`config.mk`:
```
export PLATFORM = sky130hd
export DESIGN_NAME = hsl_to_rgb_converter
export DESIGN_NICKNAME = d
export VERILOG_FILES = /design/src/hw/rtl/h2r_pkg.sv /design/src/hw/rtl/hsl_to_rgb_converter.sv /design/src/hw/rtl/h2r_level.sv
export SDC_FILE = /design/constraint.sdc
export NUM_CORES = 2
export LEC_CHECK = 0
export ABC_CLOCK_PERIOD_IN_PS = 9300
export BUFFER_PORTS_ARGS = -buffer_cell sky130_fd_sc_hd__clkbuf_2
export CAP_MARGIN = 20
export CORE_ASPECT_RATIO = 1.25
export CORE_MARGIN = 8
export CORE_UTILIZATION = 55
export CTS_CLUSTER_SIZE = 14
export DETAILED_ROUTE_END_ITERATION = 10
export GPL_TIMING_DRIVEN = 0
export PLACE_DENSITY = 0.68
export SYNTH_ARGS = -nofsm -noshare
export SYNTH_HDL_FRONTEND = slang
export SYNTH_SLANG_ARGS = --single-unit
```
`constraint.sdc`:
```
create_clock -name clk_i -period 9.3 [get_ports clk_i]
set_input_delay 0.93 -clock clk_i [delete_from_list [all_inputs] [get_ports clk_i]]
set_output_delay 0.93 -clock clk_i [all_outputs]
set_load 0.005 [all_outputs]
```
`src/hw/rtl/h2r_pkg.sv`:
```
`timescale 1ns / 1ps

package h2r_pkg;

  // width of the scaled channel sum (real value times 120e6)
  localparam int unsigned ValW = 30;
  // sum at or above this gives full scale
  localparam int unsigned ClipVal = 120000000;
  // 255 / 120e6 = 17 / (2^9 * 15625)
  localparam int unsigned PreMul = 17;
  localparam int unsigned PreShift = 9;
  localparam int unsigned QuotW = 22;
  // ceil(2^36 / 15625), exact for every quotient input below 2^22
  localparam int unsigned RecipW = 23;
  localparam logic [RecipW-1:0] RecipM = 23'd4398047;
  localparam int unsigned RecipShift = 36;

  typedef enum logic [2:0] {
    SEC_RED_X   = 3'd0,
    SEC_X_GREEN = 3'd1,
    SEC_GREEN_X = 3'd2,
    SEC_X_BLUE  = 3'd3,
    SEC_BLUE_X  = 3'd4,
    SEC_RED_XB  = 3'd5
  } sector_e;

  typedef struct packed {
    logic ld_w;
    logic ld_q;
  } stage_ctl_t;

endpackage

```
`src/hw/rtl/hsl_to_rgb_converter.sv`:
```
`timescale 1ns / 1ps

// HSL to RGB colour converter.
// Input stream (s_axis): one colour per transaction, hue in whole degrees,
// saturation and lightness in thousandths. Output stream (m_axis): one
// transaction per input with 8-bit red, green and blue, saturated to 0..255.
// Hue 360..511 lands in the last sector, as does 300..359.
// Pipeline: five register stages: hue/lightness decode, chroma multiply,
// component multiply, sum and pre-scale, reciprocal multiply and saturation.
// Throughput: one colour per clock while m_axis_tready is high; every stage
// holds its own valid bit.
// Stall: each stage takes new data when empty or when the stage after it
// moves, so bubbles close up while m_axis_tready is low and s_axis_tready
// stays high until all five stages are full. Nothing is dropped or repeated.
// Reset: clears all valid bits; the pipeline comes up empty and ready.
// No configuration registers.
module hsl_to_rgb_converter (
  input  logic        clk_i,
  input  logic        rst_ni,
  input  logic        s_axis_tvalid,
  output logic        s_axis_tready,
  // [8:0] hue_degrees, [18:9] saturation_milli, [28:19] lightness_milli, rest zero
  input  logic [31:0] s_axis_tdata,
  output logic        m_axis_tvalid,
  input  logic        m_axis_tready,
  // [7:0] red_level, [15:8] green_level, [23:16] blue_level, rest zero
  output logic [31:0] m_axis_tdata
);

  localparam int unsigned VW = h2r_pkg::ValW;

  logic v1_q, v2_q, v3_q, v4_q, v5_q;
  logic rdy1, rdy2, rdy3, rdy4, rdy5;
  logic ld1, ld2, ld3;
  h2r_pkg::stage_ctl_t lvl_ctl;

  assign rdy5 = !v5_q || m_axis_tready;
  assign rdy4 = !v4_q || rdy5;
  assign rdy3 = !v3_q || rdy4;
  assign rdy2 = !v2_q || rdy3;
  assign rdy1 = !v1_q || rdy2;

  assign ld1 = rdy1 && s_axis_tvalid;
  assign ld2 = rdy2 && v1_q;
  assign ld3 = rdy3 && v2_q;
  assign lvl_ctl.ld_w = rdy4 && v3_q;
  assign lvl_ctl.ld_q = rdy5 && v4_q;

  assign s_axis_tready = rdy1;

  always_ff @(posedge clk_i or negedge rst_ni) begin
    if (!rst_ni) begin
      v1_q <= 1'b0;
      v2_q <= 1'b0;
      v3_q <= 1'b0;
      v4_q <= 1'b0;
      v5_q <= 1'b0;
    end else begin
      if (rdy1) v1_q <= s_axis_tvalid;
      if (rdy2) v2_q <= v1_q;
      if (rdy3) v3_q <= v2_q;
      if (rdy4) v4_q <= v3_q;
      if (rdy5) v5_q <= v4_q;
    end
  end

  // ---- stage 1: hue sector and position, lightness term ----
  logic [8:0]  hue;
  logic [9:0]  sat;
  logic [9:0]  lig;
  logic [8:0]  hue_base;
  logic [8:0]  hue_mod;
  logic [6:0]  hue_dist;
  logic [10:0] two_l;
  logic [10:0] l_dist;
  h2r_pkg::sector_e sec_d, sec1_q, sec2_q, sec3_q;
  logic signed [11:0] a_d, a1_q;
  logic [5:0]  f_d, f1_q, f2_q;
  logic [9:0]  s1_q;
  logic [9:0]  l1_q, l2_q;

  assign hue = s_axis_tdata[8:0];
  assign sat = s_axis_tdata[18:9];
  assign lig = s_axis_tdata[28:19];

  always_comb begin
    if (hue >= 9'd480)      hue_base = 9'd480;
    else if (hue >= 9'd360) hue_base = 9'd360;
    else if (hue >= 9'd240) hue_base = 9'd240;
    else if (hue >= 9'd120) hue_base = 9'd120;
    else                    hue_base = 9'd0;
    hue_mod  = hue - hue_base;
    hue_dist = (hue_mod >= 9'd60) ? 7'(hue_mod - 9'd60) : 7'(9'd60 - hue_mod);
    f_d      = 6'(7'd60 - hue_dist);

    if (hue < 9'd60)       sec_d = h2r_pkg::SEC_RED_X;
    else if (hue < 9'd120) sec_d = h2r_pkg::SEC_X_GREEN;
    else if (hue < 9'd180) sec_d = h2r_pkg::SEC_GREEN_X;
    else if (hue < 9'd240) sec_d = h2r_pkg::SEC_X_BLUE;
    else if (hue < 9'd300) sec_d = h2r_pkg::SEC_BLUE_X;
    else                   sec_d = h2r_pkg::SEC_RED_XB;

    two_l  = {lig, 1'b0};
    l_dist = (two_l >= 11'd1000) ? (two_l - 11'd1000) : (11'd1000 - two_l);
    a_d    = 12'sd1000 - signed'({1'b0, l_dist});
  end

  always_ff @(posedge clk_i) begin
    if (ld1) begin
      sec1_q <= sec_d;
      f1_q   <= f_d;
      a1_q   <= a_d;
      s1_q   <= sat;
      l1_q   <= lig;
    end
  end

  // ---- stage 2: chroma numerator cn = (1000 - |2l - 1000|) * s ----
  logic signed [22:0] cn_prod;
  logic signed [20:0] cn2_q;

  assign cn_prod = 23'(a1_q) * signed'(23'({1'b0, s1_q}));

  always_ff @(posedge clk_i) begin
    if (ld2) begin
      cn2_q  <= cn_prod[20:0];
      sec2_q <= sec1_q;
      f2_q   <= f1_q;
      l2_q   <= l1_q;
    end
  end

  // ---- stage 3: scaled chroma, secondary and offset ----
  logic signed [VW-1:0] cn_ext;
  logic signed [VW-1:0] f2_ext;
  logic signed [VW-1:0] l_ext;
  logic signed [VW-1:0] cs_d, cs3_q;
  logic signed [VW-1:0] xs_d, xs3_q;
  logic signed [VW-1:0] ms_d, ms3_q;

  always_comb begin
    cn_ext = VW'(cn2_q);
    f2_ext = signed'(VW'({f2_q, 1'b0}));
    l_ext  = signed'(VW'(l2_q));
    cs_d   = cn_ext * signed'(VW'(120));
    xs_d   = cn_ext * f2_ext;
    ms_d   = l_ext * signed'(VW'(120000)) - cn_ext * signed'(VW'(60));
  end

  always_ff @(posedge clk_i) begin
    if (ld3) begin
      cs3_q  <= cs_d;
      xs3_q  <= xs_d;
      ms3_q  <= ms_d;
      sec3_q <= sec2_q;
    end
  end

  // ---- stage 4 input: place chroma and secondary on the channels ----
  logic signed [VW-1:0] r_comp, g_comp, b_comp;
  logic signed [VW-1:0] r_sum, g_sum, b_sum;

  always_comb begin
    r_comp = '0;
    g_comp = '0;
    b_comp = '0;
    case (sec3_q)
      h2r_pkg::SEC_RED_X: begin
        r_comp = cs3_q;
        g_comp = xs3_q;
      end
      h2r_pkg::SEC_X_GREEN: begin
        r_comp = xs3_q;
        g_comp = cs3_q;
      end
      h2r_pkg::SEC_GREEN_X: begin
        g_comp = cs3_q;
        b_comp = xs3_q;
      end
      h2r_pkg::SEC_X_BLUE: begin
        g_comp = xs3_q;
        b_comp = cs3_q;
      end
      h2r_pkg::SEC_BLUE_X: begin
        r_comp = xs3_q;
        b_comp = cs3_q;
      end
      default: begin
        r_comp = cs3_q;
        b_comp = xs3_q;
      end
    endcase
    r_sum = r_comp + ms3_q;
    g_sum = g_comp + ms3_q;
    b_sum = b_comp + ms3_q;
  end

  logic [7:0] red_level, green_level, blue_level;

  h2r_level u_red (
    .clk_i   (clk_i),
    .rst_ni  (rst_ni),
    .ctl_i   (lvl_ctl),
    .val_i   (r_sum),
    .level_o (red_level)
  );

  h2r_level u_green (
    .clk_i   (clk_i),
    .rst_ni  (rst_ni),
    .ctl_i   (lvl_ctl),
    .val_i   (g_sum),
    .level_o (green_level)
  );

  h2r_level u_blue (
    .clk_i   (clk_i),
    .rst_ni  (rst_ni),
    .ctl_i   (lvl_ctl),
    .val_i   (b_sum),
    .level_o (blue_level)
  );

  assign m_axis_tvalid = v5_q;
  assign m_axis_tdata  = {8'd0, blue_level, green_level, red_level};

`ifndef ASSERT_OFF
  a_ready_when_drained: assert property (@(posedge clk_i) disable iff (!rst_ni)
    m_axis_tready |-> s_axis_tready)
    else $error("input stalled although the output is being taken");
  a_accept_fills_s1: assert property (@(posedge clk_i) disable iff (!rst_ni)
    (s_axis_tvalid && s_axis_tready) |=> v1_q)
    else $error("accepted transaction not held in the first stage");
  a_s1_holds: assert property (@(posedge clk_i) disable iff (!rst_ni)
    (v1_q && !rdy2) |=> (v1_q && $stable(a1_q) && $stable(f1_q)))
    else $error("first stage changed while stalled");
`endif

endmodule

```
`src/hw/rtl/h2r_level.sv`:
```
`timescale 1ns / 1ps

// scaled sum to saturated 8-bit level, two register stages
module h2r_level (
  input  logic                                clk_i,
  input  logic                                rst_ni,
  input  h2r_pkg::stage_ctl_t                 ctl_i,
  input  logic signed [h2r_pkg::ValW-1:0]     val_i,
  output logic [7:0]                          level_o
);

  localparam int unsigned ProdW = 32;
  localparam int unsigned MulW  = h2r_pkg::QuotW + h2r_pkg::RecipW;

  logic             neg_d, neg_q;
  logic             over_d, over_q;
  logic [ProdW-1:0] pre_prod;
  logic [h2r_pkg::QuotW-1:0] w_d, w_q;
  logic [MulW-1:0]  rec_prod;
  logic [7:0]       level_d, level_q;

  // only meaningful for 0 <= val < ClipVal, where 17*val fits in 31 bits
  always_comb begin
    neg_d    = val_i[h2r_pkg::ValW-1];
    over_d   = !neg_d && (val_i >= signed'(h2r_pkg::ValW'(h2r_pkg::ClipVal)));
    pre_prod = ProdW'(unsigned'(val_i)) * ProdW'(h2r_pkg::PreMul);
    w_d      = pre_prod[h2r_pkg::PreShift +: h2r_pkg::QuotW];
  end

  always_ff @(posedge clk_i) begin
    if (ctl_i.ld_w) begin
      neg_q  <= neg_d;
      over_q <= over_d;
      w_q    <= w_d;
    end
  end

  always_comb begin
    rec_prod = MulW'(w_q) * MulW'(h2r_pkg::RecipM);
    if (neg_q) begin
      level_d = 8'd0;
    end else if (over_q) begin
      level_d = 8'd255;
    end else begin
      level_d = rec_prod[h2r_pkg::RecipShift +: 8];
    end
  end

  always_ff @(posedge clk_i) begin
    if (ctl_i.ld_q) begin
      level_q <= level_d;
    end
  end

  assign level_o = level_q;

`ifndef ASSERT_OFF
  a_flags_exclusive: assert property (@(posedge clk_i) disable iff (!rst_ni)
    ctl_i.ld_w |=> !(neg_q && over_q))
    else $error("negative and overflow flags both set");
  a_neg_is_zero: assert property (@(posedge clk_i) disable iff (!rst_ni)
    (ctl_i.ld_q && neg_q) |=> (level_o == 8'd0))
    else $error("negative sum did not give a zero level");
`endif

endmodule
```
==> impl_metrics.ini <==
[grt]
gr-usage-all-layers_pct = 22.8
antenna_found_initial = 0
grt_pass1_wl_mm = 203
grt_max_degree = 77
grt-ovfl-total = 0
grt_pass1_vias = 39600

[worst_setup_path]
r2r_cells = 21
critPathLaunchType = flop
r2r-end = u_red.level_o[6]
cp_slowest_stage_delay_ns = 0.74
r2r_slack_ns = 1.38
crit_top_cell = fa_1
endpoint = u_red.level_o[6]
critical_path_arrival_ns = 8.28
path_buf_inv = 4
crit_slowest_cell = fa_1
cp_cell_sequence = fa_1 -> inv_1 -> fa_1 -> inv_1 -> fa_1 -> fa_1 -> fa_1 -> fa_1 -> inv_1 -> fa_1 -> inv_1 -> ha_1 -> nand4_1 -> a2111oi_0 -> nor4b_1 -> a221oi_1 -> a21boi_0 -> a41o_1 -> a21oi_1 -> xor2_1 -> a21oi_1
path_max_fanout = 6
worstPathRequired_ns = 9.66
critPathCaptureType = flop
rr_startpoint = u_red.w_q[13]
crit_family = adder cells
worstSetupPathDepth = 21
startpoint = u_red.w_q[13]
worstSetupPathType = reg2reg

[flow_run]
drv_cap = 0

[synth]
syn_area_per_cell_um2 = 9.87
ys_ff_latch = 259
netlist.area_leader.share_pct = 28.6
synthAdderAreaFrac_pct = 53.2
synth_xor_area_share_pct = 4.76
yosysUniqueCellTypes = 76
synthFlopType = edfxtp_1
ys_seq_area_share_pct = 14.2
ys_top_cells_by_area = fa_1 29%, ha_1 25%, edfxtp_1 14%
synth_compound_area_share_pct = 9.71
synth-simple-area-share_pct = 8.68
synth_top_family_by_area = adder cells
synth_edf_count = 254
yosysWarnings = 0
synth.area.mux_share_pct = 0.234
syn-cell-area_mm2 = 0.0546
synth_top_cell_by_area = fa_1
synth-async-reset-ratio_pct = 1.93
syn-instance-count = 5533

[timing]
fin_worst_skew_ns = 0.0174
tns_ns = 0
finalMaxSlewViolations = 0
fmax_ghz = 0.126
rsz0062_at_grt = no
finalWorstSetupSlack_ns = 1.38
setup_viol = 0
slew_headroom_pct = 43.0
finalHoldViolCount = 0
fin_crit_sh_pct = 85.1
period_needed_ns = 7.92
hold-worst-slack_ns = 0.197
worst_pin_slew_ns = 0.855

[clocking]
clkSinkCount = 259
clkLatencyLatePin_ns = 0.55
hold_buffers = 0
cts_tree = yes
post_cts_resized = 0
clkTransAtPathRegs_ns = 0.06
cts_setup_buffers = 0
htree_levels = 2
clk_path_buf_depth = 3
cts_root_buf = clkbuf_16
numCtsBuffers = 34

[route]
wl_per_cell_um = 17.6
wl_mm = 123
ant_nets = 0
vias = 37600
firstDrtPassIters = 5
vias_per_cell = 5.39
remaining_drc_errors = 0
drt_iter0_drc = 1516

[finish]
final_nets = 7529
area_growth_pct = 6.07
diodes = 0
post-route-util_pct = 58.7
drive_above_1_share_pct = 3.21
final_common_cell = inv_1
final_cell_mix = 1,255 x inv_1, 1,072 x ha_1, 781 x fa_1

[floorplanning]
io_pins = 70
die_width_um = 298
die_h_um = 368
rows = 129
dieArea_mm2 = 0.110
core_mm2 = 0.0988
start_util_pct = 55.3

[run_status]
status = finished, final reports clean

[placed_design]
post-place-ws_ns = 1.26
gp_congestion = 0.982
dp_hpwl_mm = 109
port_buffers = 58

[worst_hold_path]
min_path_type = in2async
sequential cells by signal, indices dropped and copies added, names as in the netlist, 3 cells and up:
name             count
a1_q                10
cn2_q               20
cs3_q               25
f1_q                 6
f2_q                 6
l1_q                10
l2_q                10
ms3_q               25
s1_q                10
sec1_q               3
sec2_q               3
sec3_q               3
u_blue.level_o       8
u_blue.w_q          22
u_green.level_o      8
u_green.w_q         22
u_red.level_o        8
u_red.w_q           22
xs3_q               27
cells in the mapped netlist, types with 10 or more instances:
master	instances
and3_1	23
nand2b_1	26
xor2_1	91
xnor2_1	204
clkbuf_1	63
a211oi_1	35
nor2b_1	56
a31o_2	10
a31oi_1	26
a22o_1	28
nand4_1	19
a21o_1	103
fa_1	781
edfxtp_1	254
and2_1	164
o21ai_0	152
o31ai_1	13
or2_2	24
ha_1	1072
nand3_1	49
nand2_1	298
o211ai_1	20
a21oi_1	241
o2111ai_1	11
o21a_1	54
nor4_1	14
o21bai_1	28
nor3_1	56
inv_1	1255
or3_1	13
nor2_1	186
cell families (layout without fill, tap and decap cells):
logic type | after synthesis | in the layout
compound gates | 815 | 815
xor+xnor | 296 | 296
fa+ha+maj | 1854 | 1854
buf+inv | 1334 | 1459
flops | 259 | 259
mux | 12 | 12
other cells | 1 | 8
simple gates | 962 | 962
area by class of cell:
cell class	count	area, µm²
multi-input combinational	3947	41900
sequential	259	7750
clock buffer	36	880
inverter	1258	4720
timing repair buffer	64	415
buffer	76	318
clock inverter	25	339
fill	8558	40800
tap	1310	1640
per-layer routing:
metal	routed length [µm]	up-vias	GRT usage (%)	share of wire (%)
met1	51300	18500	27.7	42
met2	63300	563	42.3	52
met4	5210	0	8.05	4.2
met3	2970	198	1.66	2.4
met5	0	-	0	0
li1	-	18300	-	-
metrics by stage:
| stage | instance area [µm²] | std cells |
|---|---|---|
| floorplan | 54700 | 5540 |
| global placement | 56600 | 6908 |
| detailed placement | 56700 | 6914 |
| CTS | 57900 | 6975 |
| global route | 57900 | 6975 |
| finish | 57900 | 6975 |
worst min-delay path by stage:
stage                 start            end  cells after the start
floorplan           f1_q[0]        f2_q[0]                      0
global placement    l1_q[1]        l2_q[1]                      0
detailed placement  l1_q[7]        l2_q[7]                      0
CTS                  rst_ni           v3_q                      1
global route         rst_ni  m_axis_tvalid                      1
finish               rst_ni  m_axis_tvalid                      1
Power is not shown: default switching activity piles up to over one toggle a cycle in this logic, so the estimate is an artifact.
